<file path="src/rtl/assert_macros.svh">
// Assertion macros used by the top-level RTL file of the peer wire framer.
// No dependencies; included inside a module body.
`ifndef ASSERT_MACROS_SVH
`define ASSERT_MACROS_SVH

// Checks that an expression holds at every clock edge outside reset.
`define ASSERT_ALWAYS(label, clk_sig, rst_sig, expr) \
  label: assert property (@(posedge clk_sig) disable iff (rst_sig) (expr)) \
    else $error("assertion failed");

// Checks that a condition implies a consequence in the same cycle.
`define ASSERT_IMPLIES(label, clk_sig, rst_sig, cond, cons) \
  label: assert property (@(posedge clk_sig) disable iff (rst_sig) (cond) |-> (cons)) \
    else $error("assertion failed");

// Checks that a condition implies a consequence in the following cycle.
`define ASSERT_NEXT(label, clk_sig, rst_sig, cond, cons) \
  label: assert property (@(posedge clk_sig) disable iff (rst_sig) (cond) |=> (cons)) \
    else $error("assertion failed");

`endif

</file>
<file path="src/rtl/pwmf_pkg.sv">
// Types and constants of the peer wire message framer.
// No dependencies; imported by the parser and the top level.
package pwmf_pkg;

  typedef enum logic [3:0] {
    KIND_PREFIX    = 4'd0,
    KIND_INFOHASH  = 4'd1,
    KIND_PEERID    = 4'd2,
    KIND_LENGTH    = 4'd3,
    KIND_KEEPALIVE = 4'd4,
    KIND_MSGID     = 4'd5,
    KIND_PIECEMETA = 4'd6,
    KIND_BODY      = 4'd7,
    KIND_ERROR     = 4'd8
  } kind_t;

  typedef enum logic [1:0] {
    CAUSE_NONE   = 2'd0,
    CAUSE_PREFIX = 2'd1,
    CAUSE_FRAME  = 2'd2
  } cause_t;

  typedef enum logic [7:0] {
    PH_PREFIX = 8'b0000_0001,
    PH_INFO   = 8'b0000_0010,
    PH_PEERID = 8'b0000_0100,
    PH_LEN    = 8'b0000_1000,
    PH_HEAD   = 8'b0001_0000,
    PH_META   = 8'b0010_0000,
    PH_BODY   = 8'b0100_0000,
    PH_ERR    = 8'b1000_0000
  } phase_t;

  localparam logic [7:0] ID_CHOKE          = 8'd0;
  localparam logic [7:0] ID_UNCHOKE        = 8'd1;
  localparam logic [7:0] ID_INTERESTED     = 8'd2;
  localparam logic [7:0] ID_NOT_INTERESTED = 8'd3;
  localparam logic [7:0] ID_HAVE           = 8'd4;
  localparam logic [7:0] ID_BITFIELD       = 8'd5;
  localparam logic [7:0] ID_REQUEST        = 8'd6;
  localparam logic [7:0] ID_PIECE          = 8'd7;
  localparam logic [7:0] ID_CANCEL         = 8'd8;

  localparam logic [31:0] HS_FIELD_LEN  = 32'd20;
  localparam logic [31:0] LEN_BYTES     = 32'd4;
  localparam logic [31:0] META_BYTES    = 32'd8;
  localparam logic [31:0] LEN_SHORT     = 32'd1;
  localparam logic [31:0] LEN_HAVE      = 32'd5;
  localparam logic [31:0] LEN_REQUEST   = 32'd13;
  localparam logic [31:0] LEN_PIECE_MIN = 32'd9;

  localparam logic [2:0] ADDR_NUM_PIECES    = 3'd0;
  localparam logic [2:0] ADDR_MAX_BLOCK_LEN = 3'd4;

  typedef struct packed {
    logic [20:0] num_pieces;
    logic [17:0] max_block_len;
  } cfg_t;

  typedef struct packed {
    kind_t       kind;
    logic [7:0]  data_byte;
    logic [7:0]  msg_id;
    logic [31:0] msg_length;
    logic [31:0] piece_index;
    logic [31:0] piece_begin;
    logic        end_of_message;
    cause_t      error_cause;
  } res_t;

  // Handshake prefix: length byte 19, then the protocol name.
  function automatic logic [7:0] hs_byte(input logic [4:0] pos);
    logic [7:0] b;
    unique case (pos)
      5'd0:  b = 8'h13;
      5'd1:  b = "B";
      5'd2:  b = "i";
      5'd3:  b = "t";
      5'd4:  b = "T";
      5'd5:  b = "o";
      5'd6:  b = "r";
      5'd7:  b = "r";
      5'd8:  b = "e";
      5'd9:  b = "n";
      5'd10: b = "t";
      5'd11: b = " ";
      5'd12: b = "p";
      5'd13: b = "r";
      5'd14: b = "o";
      5'd15: b = "t";
      5'd16: b = "o";
      5'd17: b = "c";
      5'd18: b = "o";
      5'd19: b = "l";
      default: b = 8'h00;
    endcase
    return b;
  endfunction

endpackage

</file>
<file path="src/rtl/pwmf_parse.sv">
// Byte parser of the peer wire framer: holds the framing state and forms one
// result per accepted byte. Depends on pwmf_pkg.
module pwmf_parse
  import pwmf_pkg::*;
(
  input  logic       clk,
  input  logic       rst,
  input  logic       step,
  input  logic [7:0] rx_byte,
  input  cfg_t       cfg,
  output res_t       res
);

  phase_t      phase, phase_next;
  logic [31:0] bytes_left, bytes_left_next;
  logic [31:0] cur_length, cur_length_next;
  logic [7:0]  cur_id, cur_id_next;
  logic [31:0] index_reg, index_reg_next;
  logic [31:0] begin_reg, begin_reg_next;
  cause_t      cause, cause_next;

  logic [4:0]  pos;
  logic        last;
  logic [31:0] len_shift;
  logic [21:0] np_sum;
  logic [31:0] bitfield_len;
  logic [31:0] piece_max;
  logic        len_ok;
  kind_t       kind;
  logic        eom;

  assign pos          = 5'd20 - bytes_left[4:0];
  assign last         = (bytes_left <= 32'd1);
  assign len_shift    = {cur_length[23:0], rx_byte};
  assign np_sum       = {1'b0, cfg.num_pieces} + 22'd7;
  assign bitfield_len = {13'd0, np_sum[21:3]} + 32'd1;
  assign piece_max    = {14'd0, cfg.max_block_len} + LEN_PIECE_MIN;

  always_comb begin
    unique case (rx_byte)
      ID_CHOKE, ID_UNCHOKE, ID_INTERESTED, ID_NOT_INTERESTED:
        len_ok = (cur_length == LEN_SHORT);
      ID_HAVE:              len_ok = (cur_length == LEN_HAVE);
      ID_BITFIELD:          len_ok = (cur_length == bitfield_len);
      ID_REQUEST, ID_CANCEL: len_ok = (cur_length == LEN_REQUEST);
      ID_PIECE:
        len_ok = (cur_length >= LEN_PIECE_MIN) && (cur_length <= piece_max);
      default:              len_ok = 1'b0;
    endcase
  end

  always_comb begin
    phase_next      = phase;
    bytes_left_next = bytes_left;
    cur_length_next = cur_length;
    cur_id_next     = cur_id;
    index_reg_next  = index_reg;
    begin_reg_next  = begin_reg;
    cause_next      = cause;
    kind            = KIND_ERROR;
    eom             = 1'b0;
    unique case (phase)
      PH_PREFIX: begin
        if (rx_byte != hs_byte(pos)) begin
          phase_next = PH_ERR;
          cause_next = CAUSE_PREFIX;
        end else begin
          kind = KIND_PREFIX;
          if (last) begin
            phase_next      = PH_INFO;
            bytes_left_next = HS_FIELD_LEN;
          end else begin
            bytes_left_next = bytes_left - 32'd1;
          end
        end
      end
      PH_INFO: begin
        kind = KIND_INFOHASH;
        if (last) begin
          phase_next      = PH_PEERID;
          bytes_left_next = HS_FIELD_LEN;
        end else begin
          bytes_left_next = bytes_left - 32'd1;
        end
      end
      PH_PEERID: begin
        kind = KIND_PEERID;
        if (last) begin
          eom             = 1'b1;
          phase_next      = PH_LEN;
          bytes_left_next = LEN_BYTES;
          cur_length_next = 32'd0;
        end else begin
          bytes_left_next = bytes_left - 32'd1;
        end
      end
      PH_LEN: begin
        kind            = KIND_LENGTH;
        cur_length_next = len_shift;
        if (last) begin
          if (len_shift == 32'd0) begin
            kind            = KIND_KEEPALIVE;
            eom             = 1'b1;
            bytes_left_next = LEN_BYTES;
          end else begin
            phase_next      = PH_HEAD;
            bytes_left_next = 32'd1;
          end
        end else begin
          bytes_left_next = bytes_left - 32'd1;
        end
      end
      PH_HEAD: begin
        cur_id_next = rx_byte;
        if (!len_ok) begin
          phase_next = PH_ERR;
          cause_next = CAUSE_FRAME;
        end else begin
          kind = KIND_MSGID;
          if (cur_length == LEN_SHORT) begin
            eom             = 1'b1;
            phase_next      = PH_LEN;
            bytes_left_next = LEN_BYTES;
          end else if (rx_byte == ID_PIECE) begin
            phase_next      = PH_META;
            bytes_left_next = META_BYTES;
          end else begin
            phase_next      = PH_BODY;
            bytes_left_next = cur_length - 32'd1;
          end
        end
      end
      PH_META: begin
        kind = KIND_PIECEMETA;
        if (bytes_left > 32'd4) begin
          index_reg_next = {index_reg[23:0], rx_byte};
        end else begin
          begin_reg_next = {begin_reg[23:0], rx_byte};
        end
        if (last) begin
          if (cur_length <= LEN_PIECE_MIN) begin
            eom             = 1'b1;
            phase_next      = PH_LEN;
            bytes_left_next = LEN_BYTES;
          end else begin
            phase_next      = PH_BODY;
            bytes_left_next = cur_length - LEN_PIECE_MIN;
          end
        end else begin
          bytes_left_next = bytes_left - 32'd1;
        end
      end
      PH_BODY: begin
        kind = KIND_BODY;
        if (last) begin
          eom             = 1'b1;
          phase_next      = PH_LEN;
          bytes_left_next = LEN_BYTES;
        end else begin
          bytes_left_next = bytes_left - 32'd1;
        end
      end
      PH_ERR: begin
        kind = KIND_ERROR;
      end
      default: begin
        kind = KIND_ERROR;
      end
    endcase
  end

  always_comb begin
    res.kind           = kind;
    res.data_byte      = rx_byte;
    res.msg_id         = cur_id_next;
    res.msg_length     = cur_length_next;
    res.piece_index    = index_reg_next;
    res.piece_begin    = begin_reg_next;
    res.end_of_message = eom;
    res.error_cause    = (phase_next == PH_ERR) ? cause_next : CAUSE_NONE;
  end

  always_ff @(posedge clk) begin
    if (rst) begin
      phase      <= PH_PREFIX;
      bytes_left <= HS_FIELD_LEN;
      cur_length <= 32'd0;
      cur_id     <= 8'd0;
      index_reg  <= 32'd0;
      begin_reg  <= 32'd0;
      cause      <= CAUSE_NONE;
    end else if (step) begin
      phase      <= phase_next;
      bytes_left <= bytes_left_next;
      cur_length <= cur_length_next;
      cur_id     <= cur_id_next;
      index_reg  <= index_reg_next;
      begin_reg  <= begin_reg_next;
      cause      <= cause_next;
    end
  end

endmodule

</file>
<file path="src/rtl/peer_wire_message_framer.sv">
// Top level of the peer wire message framer: register port, parser and
// output register with skid stage. Depends on pwmf_pkg, pwmf_parse, assert_macros.svh.
//
// The framer takes one received byte per clock while in_stall is low and returns
// one result per byte through the output register; the combinational parse stage
// before the output register sets that rate. A skid register behind the output
// register keeps a second result, so in_stall rises only when both are full. The
// user must write registers num_pieces and max_block_len through the register port
// while no byte is in flight; the framer itself does not enforce this.
module peer_wire_message_framer
  import pwmf_pkg::*;
(
  input  logic        clk,
  input  logic        rst,
  input  logic        psel,
  input  logic        penable,
  input  logic        pwrite,
  input  logic [2:0]  paddr,
  input  logic [31:0] pwdata,
  output logic [31:0] prdata,
  output logic        pready,
  input  logic        in_valid,
  output logic        in_stall,
  input  logic [7:0]  rx_byte,
  output logic        out_valid,
  input  logic        out_stall,
  output logic [3:0]  kind,
  output logic [7:0]  data_byte,
  output logic [7:0]  msg_id,
  output logic [31:0] msg_length,
  output logic [31:0] piece_index,
  output logic [31:0] piece_begin,
  output logic        end_of_message,
  output logic [1:0]  error_cause
);

  cfg_t cfg;
  res_t res;
  res_t out_q;
  res_t skid_q;
  logic out_v;
  logic skid_v;
  logic in_acc;
  logic out_acc;
  logic wr_en;
  logic err_match;
  logic eom_kind_ok;

  assign pready = 1'b1;
  assign wr_en  = psel && penable && pwrite;

  always_ff @(posedge clk) begin
    if (rst) begin
      cfg.num_pieces    <= 21'd1;
      cfg.max_block_len <= 18'd16384;
    end else if (wr_en) begin
      if (paddr[2] == ADDR_NUM_PIECES[2]) begin
        cfg.num_pieces <= pwdata[20:0];
      end else begin
        cfg.max_block_len <= pwdata[17:0];
      end
    end
  end

  assign prdata = (paddr[2] == ADDR_MAX_BLOCK_LEN[2]) ? {14'd0, cfg.max_block_len}
                                                      : {11'd0, cfg.num_pieces};

  assign in_stall = skid_v;
  assign in_acc   = in_valid && !skid_v;
  assign out_acc  = out_v && !out_stall;

  pwmf_parse u_parse (
    .clk     (clk),
    .rst     (rst),
    .step    (in_acc),
    .rx_byte (rx_byte),
    .cfg     (cfg),
    .res     (res)
  );

  always_ff @(posedge clk) begin
    if (rst) begin
      out_v  <= 1'b0;
      skid_v <= 1'b0;
    end else if (!out_v || out_acc) begin
      if (skid_v) begin
        out_v  <= 1'b1;
        skid_v <= 1'b0;
      end else begin
        out_v <= in_acc;
      end
    end else if (in_acc) begin
      skid_v <= 1'b1;
    end
  end

  always_ff @(posedge clk) begin
    if (!out_v || out_acc) begin
      out_q <= skid_v ? skid_q : res;
    end
    if (out_v && !out_acc && in_acc) begin
      skid_q <= res;
    end
  end

  assign out_valid      = out_v;
  assign kind           = out_q.kind;
  assign data_byte      = out_q.data_byte;
  assign msg_id         = out_q.msg_id;
  assign msg_length     = out_q.msg_length;
  assign piece_index    = out_q.piece_index;
  assign piece_begin    = out_q.piece_begin;
  assign end_of_message = out_q.end_of_message;
  assign error_cause    = out_q.error_cause;

  assign err_match   = ((kind == KIND_ERROR) == (error_cause != CAUSE_NONE));
  assign eom_kind_ok = (kind == KIND_PEERID) || (kind == KIND_KEEPALIVE) ||
                       (kind == KIND_MSGID) || (kind == KIND_PIECEMETA) ||
                       (kind == KIND_BODY);

`include "assert_macros.svh"

  `ASSERT_IMPLIES(a_skid_behind_out, clk, rst, skid_v, out_v)
  `ASSERT_IMPLIES(a_err_has_cause, clk, rst, out_v, err_match)
  `ASSERT_IMPLIES(a_eom_kind, clk, rst, out_v && end_of_message, eom_kind_ok)
  `ASSERT_NEXT(a_err_sticky, clk, rst, out_acc && kind == KIND_ERROR, !out_v || kind == KIND_ERROR)

endmodule

</file>
<file path="config.mk">
export PLATFORM = sky130hd
export DESIGN_NAME = peer_wire_message_framer
export DESIGN_NICKNAME = d
export VERILOG_FILES = /design/src/rtl/pwmf_pkg.sv /design/src/rtl/pwmf_parse.sv /design/src/rtl/peer_wire_message_framer.sv
export VERILOG_INCLUDE_DIRS = /design/src /design/src/rtl
export SDC_FILE = /design/constraint.sdc
export NUM_CORES = 1
export LEC_CHECK = 0
export ABC_AREA = 0
export BUFFER_PORTS_ARGS = -buffer_cell sky130_fd_sc_hd__buf_2
export CAP_MARGIN = 20
export CORE_MARGIN = 1.5
export CORE_UTILIZATION = 32
export DETAILED_ROUTE_END_ITERATION = 10
export MAX_ROUTING_LAYER = met4
export PLACE_DENSITY = 0.47
export REMOVE_ABC_BUFFERS = 1
export SLEW_MARGIN = 20
export SYNTH_ARGS = -nofsm -noshare
export SYNTH_HDL_FRONTEND = slang
export SYNTH_SLANG_ARGS = --single-unit
</file>
<file path="constraint.sdc">
create_clock -name clk -period 12.3 [get_ports clk]
set_clock_uncertainty 0.15 [all_clocks]
set_input_delay 2.46 -clock clk [delete_from_list [all_inputs] [get_ports clk]]
set_output_delay 2.46 -clock clk [all_outputs]
set_load 0.01 [all_outputs]
</file>
==> metrics.txt <==
register area share after synthesis=49.8%; GPL Wtd Cong=0.876; die width=264 µm; DR WL/cell=21.0 µm; CTS max path bufs=3; Starting Density=32.4%; Top Ports=204; max FFs per register=119; num rows=95; clock root cell=clkbuf_16; Register-to-Register Path Depth=13; post-synth top area cell=edfxtp_1; CP Launch Type=primary input; main area contributors after synthesis=edfxtp_1, dfxtp_1, mux2_2; P_leak=9.67 nW; number of synthesized flops with an enable pin=238; Total Die Area=0.0699 mm²; Hold Buf Count CTS=0; top-area cell type share of the netlist area=32.7%; crit path max fanout=18; FF-to-FF Start=cfg[18]; area of the multi-input gates=0.0103 mm²; share of cells above drive strength 1=22.3%; area grow syn2layout=15.6%; GRT Total Usage=19.5%; Max-cap violations=0; total gr overflow=0; register area=0.0109 mm²; die height=264 µm; fmax=144 MHz; Clk pin slew, worst setup/hold paths=0.06 ns; Distinct cells, synth=87; CP arrival=7.16 ns; worst endpoint required time=12.50 ns; Final setup viols=0; Crit Path Class=primary input to register; Port Buf Inserts=178; nets@finish=2,400; Final Cell Area=0.0253 mm²; Num CTS Buffers=50; DRC=0; CTS resizes=0; Compound-Gate Fraction of Synth Area=12.2%; post-placement cell count=3,139; first-pass GRT wire length=103,000 µm; final wirelength=67,800 µm; # diodes=0; Final Hold Viols=0; status=completed; DR vias=17,300; Worst Setup End Kind=register; Max H-tree Level=2; Top reg by flops=skid_q; Total Neg Setup Slack=0 ns; Fillers=6,679; VDD IR-drop max=0.000104 V; crit path from=rx_byte[2]; postcts setup bufs=0; Hold Path Origin=u_parse.bytes_left[24]; core box area=0.0674 mm²; maximum number of pins on one net before global-route repair=75; RSZ-0062 raised after global routing=no; biggest regs=skid_q (119), cfg (39); Slew @ Worst Pin=1.09 ns; Simple-Gate Fraction of Synth Area=19.6%; TritonRoute pass-1 iters=5; mean number of vias per cell=5.36; initial antenna violation count=0; Seq cells post-synth=425; Final ANT Viol Nets=0; hold path depth=2; Final Critical Period=6.96 ns; Synth Area in Adders=1.92%; Hold Crit Class=register to register; syn avg cell area=9.90 µm²; Slew Viols, Final=0; xor/xnor cell area share of the yosys netlist=2.43%; Clock Sinks=425; vias in the first global route=16,700; TritonCTS clock tree=yes; fin cells=3,233; Detailed Place HPWL=44,700 µm; Clock Latency Late Sink=0.61 ns; area of the mapped netlist=0.0219 mm²; Cells after Synth=2,209; Tcrit/Tclk final=56.5%; r2r setup slk=6.66 ns; main combinational cell family by area after synthesis=simple AND/OR/NAND/NOR gates; Power per Cell Area=149 mW/mm²; YS warnings=0; Slew HR=27.3%; Post-DP Area=0.0235 mm²; mux contribution to synthesized area=10.4%; 1st-iter DRT viols=1,298; ys async rst share=0%; Most used DFF post-synth=edfxtp_1
==> metal layers <==
metal  global-route usage [%]  wire (µm)
met1                     26.2      31700
met2                     30.2      31200
met3                     2.89       3040
met4                     6.23       1930
met5                        -          0
==> placed cells by master, fill, tap and decap left out, types with 14 or more instances in the layout <==
cell type  synthesis  layout
o21ai_1           14      14
nor3b_1           15      14
xnor2_1           26      26
or4_1             15      15
nor3_1           149     149
a211oi_1          24      24
dfxtp_1          187     187
buf_2              9     177
nor2b_1           19      18
nand2_1          200     198
or3_1             20      20
o211ai_1          14      14
nand4_1           18      18
o21ai_0           82      82
clkbuf_16          0      51
ha_1              32      32
nand3_1           43      43
a22o_1            28      28
nor2_1           315     313
buf_4             16      32
xor2_1            25      25
a21oi_1          116     115
mux2_2           194     194
inv_1             21      21
edfxtp_1         238     238
nor4_1            31      31
==> cell type report <==
cell class / instances / share of cell area (%)
inverters: 23 / 0.351
repair buffers: 210 / 4.50
clock inverters: 36 / 1.79
clock buffers: 58 / 5.27
multi-input cells: 1608 / 40.7
well taps: 873 / 4.32
flip-flops and latches: 425 / 43.1
==> kinds of logic after synthesis <==
group | count (synthesis)
flops | 425
other cells | 2
fa+ha+maj | 34
buf+inv | 186
xor+xnor | 55
compound gates | 402
mux | 202
simple gates | 903
==> synthesized netlist by cell type, drive strengths merged, types with 4 or more instances <==
cell,n
ha,32
a31oi,13
or3,21
a21o,12
o211ai,14
xnor2,27
a22oi,12
mux2,194
o22ai,7
a21oi,116
buf,43
dfxtp,187
nand2,200
or4,15
inv,21
edfxtp,238
a211o,4
o221ai,4
o41ai,4
a22o,28
and3,12
and4,7
nor4,33
o32ai,14
nor2,315
nor3b,15
mux2i,8
nand4,20
xor2,25
and2,10
o21bai,7
nand4b,6
o31a,5
nand2b,12
nand3,44
nor3,152
o21ai,97
nor2b,19
a211oi,25
a221oi,4
o31ai,8
or2,9
clkbuf,120
o21a,4
==> per-stage QoR <==
| step | hold WS (ns) | utilization, % | total power, mW | setup slack, ns |
|---|---|---|---|---|
| floorplan | 0.293 | - | 2.00 | 1.11 |
| global placement | 0.315 | 34.9 | 2.18 | 4.80 |
| detailed placement | 0.322 | 34.9 | 2.19 | 4.80 |
| CTS | 0.329 | 37.5 | 3.81 | 5.40 |
| global route | 0.351 | 37.5 | 3.92 | 5.10 |
| finish | 0.328 | 37.5 | 3.76 | 5.34 |
==> report_power, final <==
group | switching (mW) | internal [mW]
combinational | 0.309 | 0.195
sequential | 0.0644 | 1.59
clock | 0.650 | 0.953
==> worst paths after layout <==
path | end
max reg2reg | kind[3]
max | kind[3]
min | u_parse.bytes_left[24]
min reg2reg | u_parse.bytes_left[24]
==> critical path: stages <==
cell      delay (ns)
buf_2           0.35
nor4bb_1        0.60
nand2_1         0.57
o211ai_1        0.37
xnor2_1         0.16
nand2_1         0.10
or4b_1          0.55
a311o_1         0.33
nor4_4          0.58
or2_1           0.62
nand3_2         0.16
mux2_2          0.29
No activity file was read; power rests on OpenSTA's default activity.
